**config.mk**
```make
export PLATFORM = sky130hd
export DESIGN_NAME = crc8_framed_telemetry_receiver_unit
export DESIGN_NICKNAME = d
export VERILOG_FILES = /design/src/rtl/cftr_pkg.sv /design/src/rtl/crc8_framed_telemetry_receiver_unit.sv /design/src/rtl/cftr_out_buf.sv
export VERILOG_INCLUDE_DIRS = /design/src /design/src/rtl
export SDC_FILE = /design/constraint.sdc
export NUM_CORES = 1
export LEC_CHECK = 0
export BUFFER_PORTS_ARGS = -buffer_cell sky130_fd_sc_hd__buf_2
export CAP_MARGIN = 25
export CORE_UTILIZATION = 50
export DETAILED_ROUTE_END_ITERATION = 8
export MAX_ROUTING_LAYER = met4
export PLACE_DENSITY = 0.71
export REMOVE_ABC_BUFFERS = 1
export SETUP_SLACK_MARGIN = 0.5
export SYNTH_ARGS = -nofsm -noshare
export SYNTH_HDL_FRONTEND = slang
export SYNTH_SLANG_ARGS = --single-unit
```
**constraint.sdc**
```tcl
create_clock -name clk -period 3.2 [get_ports clk]
set_input_delay 0.64 -clock clk [delete_from_list [all_inputs] [get_ports clk]]
set_output_delay 0.64 -clock clk [all_outputs]
set_load 0.02 [all_outputs]
```
**src/rtl/crc8_framed_telemetry_receiver_unit_defines.svh**
```systemverilog
// Assertion macros for the telemetry receiver unit.
`ifndef CRC8_FRAMED_TELEMETRY_RECEIVER_UNIT_DEFINES_SVH
`define CRC8_FRAMED_TELEMETRY_RECEIVER_UNIT_DEFINES_SVH

// Same-cycle implication, checked at every clock edge outside reset.
`define CFTR_ASSERT_NOW(label, ante, cons) \
  label: assert property (@(posedge clk) disable iff (!rst_n) (ante) |-> (cons)) \
    else $error("cftr assertion failed");

// Next-cycle implication, checked at every clock edge outside reset.
`define CFTR_ASSERT_NEXT(label, ante, cons) \
  label: assert property (@(posedge clk) disable iff (!rst_n) (ante) |=> (cons)) \
    else $error("cftr assertion failed");

`endif

```
**src/rtl/cftr_pkg.sv**
```systemverilog
// Package with types, constants and the CRC-8 function of the telemetry receiver.
package cftr_pkg;

  localparam logic [7:0]  SYNC_BYTE         = 8'h55;
  localparam logic [7:0]  CRC_POLY          = 8'h07;
  localparam logic [7:0]  CRC_MSB           = 8'h80;
  localparam logic [15:0] WDOG_LIMIT_RESET  = 16'd1000;
  localparam logic [15:0] WDOG_MAX          = 16'hFFFF;
  localparam logic        OP_BYTE           = 1'b0;
  localparam logic        OP_TICK           = 1'b1;
  localparam logic [2:0]  CNT_FIRST_DATA    = 3'd1;
  localparam logic [2:0]  CNT_LAST_DATA     = 3'd4;
  localparam logic [2:0]  CNT_CRC_BYTE      = 3'd5;

  // One result request as it leaves the block.
  typedef struct packed {
    logic       frame_good;
    logic       frame_crc_error;
    logic [9:0] adc_value;
    logic [7:0] endstop_bits;
    logic [7:0] device_status;
    logic       link_ok;
  } result_t;

  // Byte-wide CRC-8 update, MSB first, no reflection.
  function automatic logic [7:0] crc8_update(input logic [7:0] crc, input logic [7:0] data);
    logic [7:0] c;
    c = crc ^ data;
    for (int i = 0; i < 8; i++) begin
      if ((c & CRC_MSB) != 8'h00) begin
        c = (c << 1) ^ CRC_POLY;
      end else begin
        c = c << 1;
      end
    end
    return c;
  endfunction

endpackage

```
**src/rtl/crc8_framed_telemetry_receiver_unit.sv**
```systemverilog
// A result is registered in the output register, or in the skid stage while that is held.
// Throughput: one byte or tick per cycle unless stalled; state and CRC update in one pass.
// A two-entry output buffer keeps input flowing while one result waits; stall rises only
// when both entries hold results. Reset (synchronous, active low) returns to hunting,
// clears held readings and watchdog count, and sets the limit to 1000 ms.
`include "crc8_framed_telemetry_receiver_unit_defines.svh"

module crc8_framed_telemetry_receiver_unit
  import cftr_pkg::*;
(
  input  logic        clk,
  input  logic        rst_n,
  input  logic        in_valid,
  output logic        in_stall,
  input  logic        in_operation,
  input  logic [7:0]  in_rx_byte,
  output logic        out_valid,
  input  logic        out_stall,
  output logic        out_frame_good,
  output logic        out_frame_crc_error,
  output logic [9:0]  out_adc_value,
  output logic [7:0]  out_endstop_bits,
  output logic [7:0]  out_device_status,
  output logic        out_link_ok,
  input  logic        cfg_valid,
  output logic        cfg_ready,
  input  logic [15:0] cfg_wdata
);

  logic        in_frame_r, in_frame_nxt;
  logic [2:0]  byte_count_r, byte_count_nxt;
  logic [7:0]  crc_r, crc_nxt;
  logic [7:0]  frame_store_r [4];
  logic        store_we;
  logic [1:0]  store_idx;
  logic [9:0]  held_adc_r, held_adc_nxt;
  logic [7:0]  held_endstops_r, held_endstops_nxt;
  logic [7:0]  held_status_r, held_status_nxt;
  logic [15:0] ms_count_r, ms_count_nxt;
  logic [15:0] wdog_limit_r;
  logic        accept;
  logic        good;
  logic        bad;
  logic        buf_full;
  result_t     res;
  result_t     res_out;

  assign accept    = in_valid && !in_stall;
  assign cfg_ready = 1'b1;
  assign store_idx = 2'(byte_count_r - CNT_FIRST_DATA);

  // Frame tracking, CRC and watchdog update for one request.
  always_comb begin
    in_frame_nxt      = in_frame_r;
    byte_count_nxt    = byte_count_r;
    crc_nxt           = crc_r;
    held_adc_nxt      = held_adc_r;
    held_endstops_nxt = held_endstops_r;
    held_status_nxt   = held_status_r;
    ms_count_nxt      = ms_count_r;
    store_we          = 1'b0;
    good              = 1'b0;
    bad               = 1'b0;
    if (in_operation == OP_TICK) begin
      if (ms_count_r != WDOG_MAX) begin
        ms_count_nxt = ms_count_r + 16'd1;
      end
    end else if (!in_frame_r) begin
      if (in_rx_byte == SYNC_BYTE) begin
        in_frame_nxt   = 1'b1;
        byte_count_nxt = CNT_FIRST_DATA;
        crc_nxt        = crc8_update(8'h00, in_rx_byte);
      end
    end else if (byte_count_r >= CNT_FIRST_DATA && byte_count_r <= CNT_LAST_DATA) begin
      store_we       = 1'b1;
      crc_nxt        = crc8_update(crc_r, in_rx_byte);
      byte_count_nxt = byte_count_r + 3'd1;
    end else begin
      // CRC byte closes the frame.
      in_frame_nxt   = 1'b0;
      byte_count_nxt = 3'd0;
      crc_nxt        = 8'h00;
      if (in_rx_byte == crc_r) begin
        good              = 1'b1;
        held_adc_nxt      = {frame_store_r[0], frame_store_r[1][7:6]};
        held_endstops_nxt = frame_store_r[2];
        held_status_nxt   = frame_store_r[3];
        ms_count_nxt      = 16'd0;
      end else begin
        bad = 1'b1;
      end
    end
  end

  // Result request built from the updated state.
  always_comb begin
    res.frame_good      = good;
    res.frame_crc_error = bad;
    res.adc_value       = held_adc_nxt;
    res.endstop_bits    = held_endstops_nxt;
    res.device_status   = held_status_nxt;
    res.link_ok         = ms_count_nxt < wdog_limit_r;
  end

  // Control and held state.
  always_ff @(posedge clk) begin
    if (!rst_n) begin
      in_frame_r      <= 1'b0;
      byte_count_r    <= 3'd0;
      crc_r           <= 8'h00;
      held_adc_r      <= 10'd0;
      held_endstops_r <= 8'h00;
      held_status_r   <= 8'h00;
      ms_count_r      <= 16'd0;
      wdog_limit_r    <= WDOG_LIMIT_RESET;
    end else begin
      if (accept) begin
        in_frame_r      <= in_frame_nxt;
        byte_count_r    <= byte_count_nxt;
        crc_r           <= crc_nxt;
        held_adc_r      <= held_adc_nxt;
        held_endstops_r <= held_endstops_nxt;
        held_status_r   <= held_status_nxt;
        ms_count_r      <= ms_count_nxt;
      end
      if (cfg_valid && cfg_ready) begin
        wdog_limit_r <= cfg_wdata;
      end
    end
  end

  // Frame data bytes, written before they are read.
  always_ff @(posedge clk) begin
    if (accept && store_we) begin
      frame_store_r[store_idx] <= in_rx_byte;
    end
  end

  cftr_out_buf u_out_buf (
    .clk        (clk),
    .rst_n      (rst_n),
    .push_valid (in_valid),
    .push_data  (res),
    .full       (buf_full),
    .out_valid  (out_valid),
    .out_stall  (out_stall),
    .out_data   (res_out)
  );

  assign in_stall            = buf_full;
  assign out_frame_good      = res_out.frame_good;
  assign out_frame_crc_error = res_out.frame_crc_error;
  assign out_adc_value       = res_out.adc_value;
  assign out_endstop_bits    = res_out.endstop_bits;
  assign out_device_status   = res_out.device_status;
  assign out_link_ok         = res_out.link_ok;

  // Hunting means no byte count; inside a frame the count stays within the frame.
  `CFTR_ASSERT_NOW(a_hunt_count_zero, !in_frame_r, byte_count_r == 3'd0)
  `CFTR_ASSERT_NOW(a_frame_count_range, in_frame_r,
                   byte_count_r >= CNT_FIRST_DATA && byte_count_r <= CNT_CRC_BYTE)
  // A frame cannot pass and fail at once.
  `CFTR_ASSERT_NOW(a_good_bad_exclusive, accept, !(good && bad))
  // A good frame clears the watchdog count and returns to hunting.
  `CFTR_ASSERT_NEXT(a_good_clears_wdog, accept && good, ms_count_r == 16'd0 && !in_frame_r)

endmodule

```
**src/rtl/cftr_out_buf.sv**
```systemverilog
// Two-entry result register with skid stage for the telemetry receiver.
module cftr_out_buf
  import cftr_pkg::*;
(
  input  logic    clk,
  input  logic    rst_n,
  input  logic    push_valid,
  input  result_t push_data,
  output logic    full,
  output logic    out_valid,
  input  logic    out_stall,
  output result_t out_data
);

  logic    out_valid_r, out_valid_nxt;
  logic    skid_valid_r, skid_valid_nxt;
  result_t out_data_r, out_data_nxt;
  result_t skid_data_r, skid_data_nxt;
  logic    push;
  logic    pop;

  assign push = push_valid && !skid_valid_r;
  assign pop  = out_valid_r && !out_stall;

  // Steer a new request to the output register or, when that is held, to the skid stage.
  always_comb begin
    out_valid_nxt  = out_valid_r;
    skid_valid_nxt = skid_valid_r;
    out_data_nxt   = out_data_r;
    skid_data_nxt  = skid_data_r;
    if (skid_valid_r) begin
      if (pop) begin
        out_data_nxt   = skid_data_r;
        skid_valid_nxt = 1'b0;
      end
    end else if (push) begin
      if (!out_valid_r || pop) begin
        out_data_nxt  = push_data;
        out_valid_nxt = 1'b1;
      end else begin
        skid_data_nxt  = push_data;
        skid_valid_nxt = 1'b1;
      end
    end else if (pop) begin
      out_valid_nxt = 1'b0;
    end
  end

  // Control flags.
  always_ff @(posedge clk) begin
    if (!rst_n) begin
      out_valid_r  <= 1'b0;
      skid_valid_r <= 1'b0;
    end else begin
      out_valid_r  <= out_valid_nxt;
      skid_valid_r <= skid_valid_nxt;
    end
  end

  // Payload registers.
  always_ff @(posedge clk) begin
    out_data_r  <= out_data_nxt;
    skid_data_r <= skid_data_nxt;
  end

  assign full      = skid_valid_r;
  assign out_valid = out_valid_r;
  assign out_data  = out_data_r;

endmodule
```
==> results of run 1 <==
per-layer routing:
| layer | global-route usage | part of all wire | vias up |
|---|---|---|---|
| met5 | - | 0 | - |
| met3 | 0.0389 | 0.047 | 29 |
| met1 | 0.280 | 0.43 | 2691 |
| li1 | - | - | 2633 |
| met4 | 0.101 | 0.021 | 0 |
| met2 | 0.387 | 0.50 | 157 |
kinds of logic (layout without fill, tap and decap cells):
kind of cell    after synthesis  after routing
buf+inv                      65            211
compound gates              133            133
simple gates                157            157
xor+xnor                     33             33
flops                       156            156
mux                          64             64
other cells                   1              1
fa+ha+maj                    29             29
power by group:
group / switching, mW / internal [mW] / total (mW)
logic: 0.301 / 0.260 / 0.561
registers: 0.0299 / 2.21 / 2.24
clock network: 0.802 / 1.07 / 1.87
critical path, stage by stage, from the launching register on:
cell and delay [ns]:
dfxtp_1 0.43, nand4_2 0.17, or4_4 0.62, and4_2 0.30, mux2_4 0.29, ha_4 0.16, a21oi_4 0.14, o21ai_2 0.09
a221oi_4 0.33, buf_4 0.16, a31oi_1 0.08, o31ai_2 0.10
area by class of cell:
class | instances | area [µm²]
repair buffers | 151 | 998
clock buffers | 18 | 429
fillers | 1142 | 5320
well taps | 184 | 230
multi-input cells | 417 | 3460
clock inverters | 14 | 118
inverters | 28 | 110
flip-flops and latches | 156 | 3980
state kept, by name, indices dropped and copies added (netlist names):
| signal | cells |
|---|---|
| u_out_buf.out_valid | 1 |
| held_status_r | 8 |
| crc_r | 8 |
| wdog_limit_r | 16 |
| u_out_buf.out_data | 29 |
| held_adc_r | 10 |
| ms_count_r | 16 |
| in_frame_r | 1 |
| u_out_buf.full | 1 |
| byte_count_r | 3 |
| u_out_buf.skid_data_r | 29 |
| frame_store_r | 26 |
| held_endstops_r | 8 |
worst max-delay path by stage:
stage | endpoint | slack, ns | cells past startpoint
floorplan | u_out_buf.out_data[0] | -0.31 | 14
global placement | u_out_buf.out_data[0] | -0.29 | 15
detailed placement | u_out_buf.out_data[0] | -0.33 | 16
CTS | u_out_buf.out_data[0] | 0.10 | 16
global route | u_out_buf.skid_data_r[0] | -0.008 | 14
finish | u_out_buf.out_data[0] | 0.16 | 11
synth_stat cells (all sizes together), types with 2 or more instances:
library cell / instances
o31ai: 2
clkbuf: 27
o211a: 28
a221oi: 3
nor2b: 2
buf: 10
ha: 29
nor4: 3
a21o: 2
a22oi: 2
dfxtp: 72
xor2: 6
and3: 13
nor3: 7
inv: 28
a31o: 2
a41oi: 2
nand3: 23
nand4: 8
nor3b: 2
a31oi: 6
o21ai: 26
a311oi: 7
nand2b: 28
and4: 5
o211ai: 9
a211oi: 4
mux2: 53
edfxtp: 84
mux2i: 11
nand2: 28
o21a: 3
xnor2: 26
nor2: 29
and2: 2
nand3b: 2
or4: 3
a21oi: 27
stage by stage:
step | util | setup TNS [ns] | setup WS, ns
after floorplan | - | -9.14 | -0.312
after global placement | 0.582 | -0.752 | -0.294
after detailed placement | 0.582 | -1.47 | -0.331
after CTS | 0.624 | 0 | 0.102
after global routing | 0.637 | -0.00780 | -0.00780
final | 0.637 | 0 | 0.165
timing repair:
item | in CTS | in global routing
pin swaps | 10 | 11
setup buffers | 5 | 4
endpoints found under the setup margin | 79 | 80
gates resized for setup | 14 | 35
gates cloned | 0 | 0
==> run metrics, run 1 <==
status finished, violations left; failing checks design-rule violations; FF-to-FF setup slack roughly 0.16 ns; fin. max-slew vios 0; n_diodes 0; hold buffer count at cts 0; largest net degree at the start of global routing 62; all-layer global routing usage 0.233; post-route ant nets 0; Site Rows 44; Pwr per Cell Area about 500 mW/mm²; Max-Cap Viols 0; Worst Hold Path EP wdog_limit_r[8]; Worst R2R Start ms_count_r[6]; ratio of cells with drive above 1 in the final layout 0.356; Initial DRT Pass Iterations 7; Fin Hold WS ~0.43 ns; crit path time final roughly 3.0 ns; most frequent cells in the layout 88 x buf_4, 84 x edfxtp_1, 65 x dfxtp_1, 60 x buf_2, 29 x mux2_2; Boundary Pins 62; Area growth syn-to-layout 23.3%; Post-Synth XOR/XNOR Area 0.0400; placed cells around 930; initial core utilization 0.516; Reg-to-Reg End u_out_buf.out_data[0]; final non-filler cell total about 970; starting DRC count in detailed routing between 400 and 500; Worst R2R Path Depth 11; Main synth FF type edfxtp_1; Peak Freq around 330 MHz; CP startpoint kind flop; initial antenna violation count 0; die width ~120 µm; largest family of logic cells by synthesized area compound AO/OA/AOI/OAI gates; commonest non-fill, non-tap cell in the layout buf_4; CTS tree built; worst-skew pair later-pin latency between 0.4 and 0.5 ns; Hold/Removal Path Class in -> reg; Gate Count Post-Synth 638; leakage 4.07 nW; Critical path origin ms_count_r[6]; Post-synth EDFFs 84; worst hold stages 3; clk slew on worst S/H paths roughly 0.060 ns; syn avg cell area around 12 µm²; Worst Tran Pin Value 0.672 ns; die area 0.0156 mm²; Hold Startpoint cfg_wdata[8]; final-report hold violation count 0; H-tree depth 4; multiplexer share of the synthesized area 0.105; global-route wire length before repair approximately 27000 µm; routed len/inst around 18 µm; core box area about 0.015 mm²; total number of yosys warnings 0; crit end category flop; Netlist Area Pre-Place 0.00756 mm²; Final Cycle Share 0.948; Yosys top cell by area edfxtp_1; GPL Wtd Cong approximately 0.88; Worst VDD drop approximately 0.35 mV; post-synthesis adder-cell area fraction 0.0480; Synth area leaders edfxtp_1 33%, dfxtp_1 19%, ha_1 4.8%; Slew headroom 0.552; via count roughly 5500; post-DP HPWL 11200 µm; final count of negative-setup-slack endpoints 0; vias per cell about 5.7; Max clock buf depth 2; Final nets 830; sequential area share after synthesis 0.524; Required @ worst endpoint around 3.5 ns; die span in y between 100 and 150 µm; simple-gate share of the synthesized area 0.113; Design Area, Final approximately 0.0093 mm²; RSZ-0062 raised after global routing true; Final Power approximately 4.7 mW; number of global-route vias before repair between 5000 and 6000; total gr overflow 0; Post-synth ARST share 0; crit-path max FO 6; CTS buffer count 17; Crit path arrival time roughly 3.3 ns; DP Area between 0.008 and 0.009 mm²; Seq cells post-synth between 150 and 200; clock root buffer clkbuf_16; Residual DRC 4; Synth Area in Compound Gates 0.129; I/O Buffers 60; WS Path Type reg -> reg; Synth top area share 0.334; drt total wl 17000 µm; unique cell type count in the Yosys netlist between 60 and 70; total clock sinks roughly 160; Layout Skew 0.00690 ns
Power figures use the tool's default switching activity.
==> inputs of run 2 (changes only) <==
--- a/config.mk
+++ b/config.mk
@@ -8,8 +8,10 @@
 export LEC_CHECK = 0
 export BUFFER_PORTS_ARGS = -buffer_cell sky130_fd_sc_hd__buf_2
 export CAP_MARGIN = 25
+export CORE_MARGIN = 10
 export CORE_UTILIZATION = 50
 export DETAILED_ROUTE_END_ITERATION = 8
+export GPL_TIMING_DRIVEN = 0
 export MAX_ROUTING_LAYER = met4
 export PLACE_DENSITY = 0.71
 export REMOVE_ABC_BUFFERS = 1
==> constraint.sdc (replaced) <==
create_clock -name clk -period 3.2 [get_ports clk]
set_input_delay 0.64 -clock clk [delete_from_list [all_inputs] [get_ports clk]]
set_output_delay 0.64 -clock clk [all_outputs]
set_load 0.01 [all_outputs]
==> run metrics, run 2 (synthesis results as in run 1) <==
clk slew on worst S/H paths 0.06 ns (about the same); Pwr per Cell Area 515 mW/mm² (was 501 mW/mm²); post-DP HPWL 10400 µm (was 11200 µm); vias per cell 5.82 (was 5.69); CP startpoint kind input port (was flop); Area growth syn-to-layout 20.9% (was 23.3%); all-layer global routing usage 0.167 (was 0.233); initial core utilization 0.514 (was 0.516); crit end category flop (unchanged); final count of negative-setup-slack endpoints 1 (was 0); commonest non-fill, non-tap cell in the layout edfxtp_1 (was buf_4); final-report hold violation count 0 (unchanged); worst-skew pair later-pin latency 0.43 ns (about the same); Required @ worst endpoint 3.45 ns (was 3.46 ns); Max clock buf depth 2 (unchanged); critical path, cell by cell buf_2, xnor2_4, ha_1, and3_1, and3_4, nand3_4, buf_6, nand3_2, o21ai_2, ha_1, a21oi_2, o21ai_2, a221oi_4, nand3b_1, o31ai_2 (was nand4_2, or4_4, and4_2, mux2_4, ha_4, a21oi_4, o21ai_2, a221oi_4, buf_4, a31oi_1, o31ai_2); FF-to-FF setup slack 0 ns (was 0.16 ns); GPL Wtd Cong 0.909 (was 0.884); failing checks negative setup slack (was design-rule violations); core box area 0.0147 mm² (was 0.0146 mm²); CP top delay family compound AO/OA/AOI/OAI gates (was simple AND/OR/NAND/NOR gates); hold buffer count at cts 0 (unchanged); CTS tree built (unchanged); I/O Buffers 60 (unchanged); total clock sinks 156 (unchanged); drt total wl 16700 µm (was 17000 µm); crit path time final 3.21 ns (was 3.04 ns); Hold/Removal Path Class in -> reg (unchanged); total gr overflow 0 (unchanged); post-route setup slack -0.00845 ns (was 0.165 ns); Layout Skew 0.00724 ns (was 0.00690 ns); Boundary Pins 62 (unchanged); routed len/inst 18.5 µm (was 17.5 µm); Slew headroom 0.347 (was 0.552); Final nets 766 (was 830); starting DRC count in detailed routing 341 (was 419); Peak Freq 312 MHz (was 329 MHz); die width 143 µm (was 125 µm); RSZ-0062 raised after global routing true (unchanged); Fin Setup TNS -0.00845 ns (was 0 ns); Initial DRT Pass Iterations 5 (was 7); Worst VDD drop 0.374 mV (was 0.347 mV); Reg-to-Reg End u_out_buf.out_data[0] (unchanged); Worst Hold Path EP wdog_limit_r[9] (was wdog_limit_r[8]); Hold Startpoint cfg_wdata[9] (was cfg_wdata[8]); WS Path Type in -> reg (was reg -> reg); number of global-route vias before repair 5201 (was 5584); CP peak stage delay 0.35 ns (was 0.62 ns); initial antenna violation count 0 (unchanged); worst hold stages 3 (unchanged); ratio of cells with drive above 1 in the final layout 0.313 (was 0.356); Crit path arrival time 3.46 ns (was 3.29 ns); n_diodes 0 (unchanged); global-route wire length before repair 26400 µm (was 27400 µm); via count 5260 (was 5510); die area 0.0204 mm² (was 0.0156 mm²); Worst R2R Path Depth 14 (was 11); filler instances 1071 (was 1142); Final Power 4.71 mW (was 4.67 mW); worst path bufs/invs 2 (was 1); leakage 3.92 nW (was 4.07 nW); Place WS -1.25 ns (was -0.331 ns); fin. max-slew vios 0 (unchanged); Site Rows 44 (unchanged); status finished, violations left (unchanged); Critical Path Slowest Stage Cell a221oi_4 (was or4_4); largest net degree at the start of global routing 47 (was 62); Fin Hold WS 0.427 ns (was 0.429 ns); most frequent cells in the layout 84 x edfxtp_1, 60 x dfxtp_1, 57 x buf_2, 37 x mux2_4, 28 x o211a_1 (was 88 x buf_4, 84 x edfxtp_1, 65 x dfxtp_1, 60 x buf_2, 29 x mux2_2); clock root buffer clkbuf_16 (unchanged); Final Cycle Share 1.00 (was 0.948); Residual DRC 0 (was 4); die span in y 143 µm (was 125 µm); post-route ant nets 0 (unchanged); CTS buffer count 17 (unchanged); Max-Cap Viols 0 (unchanged); Worst R2R Start byte_count_r[1] (was ms_count_r[6]); crit-path max FO 7 (was 6); H-tree depth 4 (unchanged); Worst Tran Pin Value 0.980 ns (was 0.672 ns)
run 2: repair_timing:
item / 4_1_cts / 5_1_grt
gates resized for setup: 45 / 48
setup buffers: 17 / 5
pin swaps: 11 / 9
setup endpoints to repair: 75 / 39
gates cloned: 1 / 0
run 2: routing by layer:
layer | share of wire | up-vias | GRT usage
met4 | 0.020 | 0 | 0.0689
li1 | - | 2507 | -
met1 | 0.43 | 2564 | 0.199
met2 | 0.50 | 161 | 0.268
met5 | 0 | - | -
met3 | 0.052 | 28 | 0.0362
run 2: area by class of cell:
type | instances | area, µm² | area share
Multi-Input combinational cell | 417 | 3610 | 0.395
Clock inverter | 12 | 139 | 0.0152
Timing Repair Buffer | 86 | 587 | 0.0642
Sequential cell | 156 | 3980 | 0.436
Timing Repair inverter | 1 | 30.0 | 0.00328
Clock buffer | 20 | 437 | 0.0477
Tap cell | 184 | 230 | 0.0252
Inverter | 28 | 124 | 0.0135
run 2: how the worst max path moves through the flow:
stage,startpoint,endpoint,cells after the start
3_3_place_gp,in_valid,u_out_buf.out_data[18],4
3_5_place_dp,in_rx_byte[7],u_out_buf.out_data[0],15
2_1_floorplan,in_rx_byte[5],u_out_buf.out_data[0],14
5_1_grt,byte_count_r[1],u_out_buf.out_data[0],14
6_report,in_rx_byte[4],u_out_buf.out_data[0],15
4_1_cts,byte_count_r[1],u_out_buf.out_data[0],14
run 2: through the flow:
step | std cells | cell area, µm² | utilization
finish | 904 | 9150 | 0.622
global route | 904 | 9150 | 0.622
CTS | 897 | 8860 | 0.603
detailed placement | 847 | 7950 | 0.541
global placement | 845 | 7890 | 0.537
floorplan | 601 | 7360 | -
run 2: report_power, final:
group	total (mW)	switching (mW)	internal, mW	leakage, nW
Combinational	0.498	0.260	0.238	2.27
Clock	1.97	0.811	1.15	0.269
Sequential	2.25	0.0370	2.21	1.39
Total	4.71	1.11	3.60	3.92
run 2: tightest hold or removal path: stages:
cell	delay, ns
buf_2	0.07
nand2_1	0.04
o211ai_1	0.06
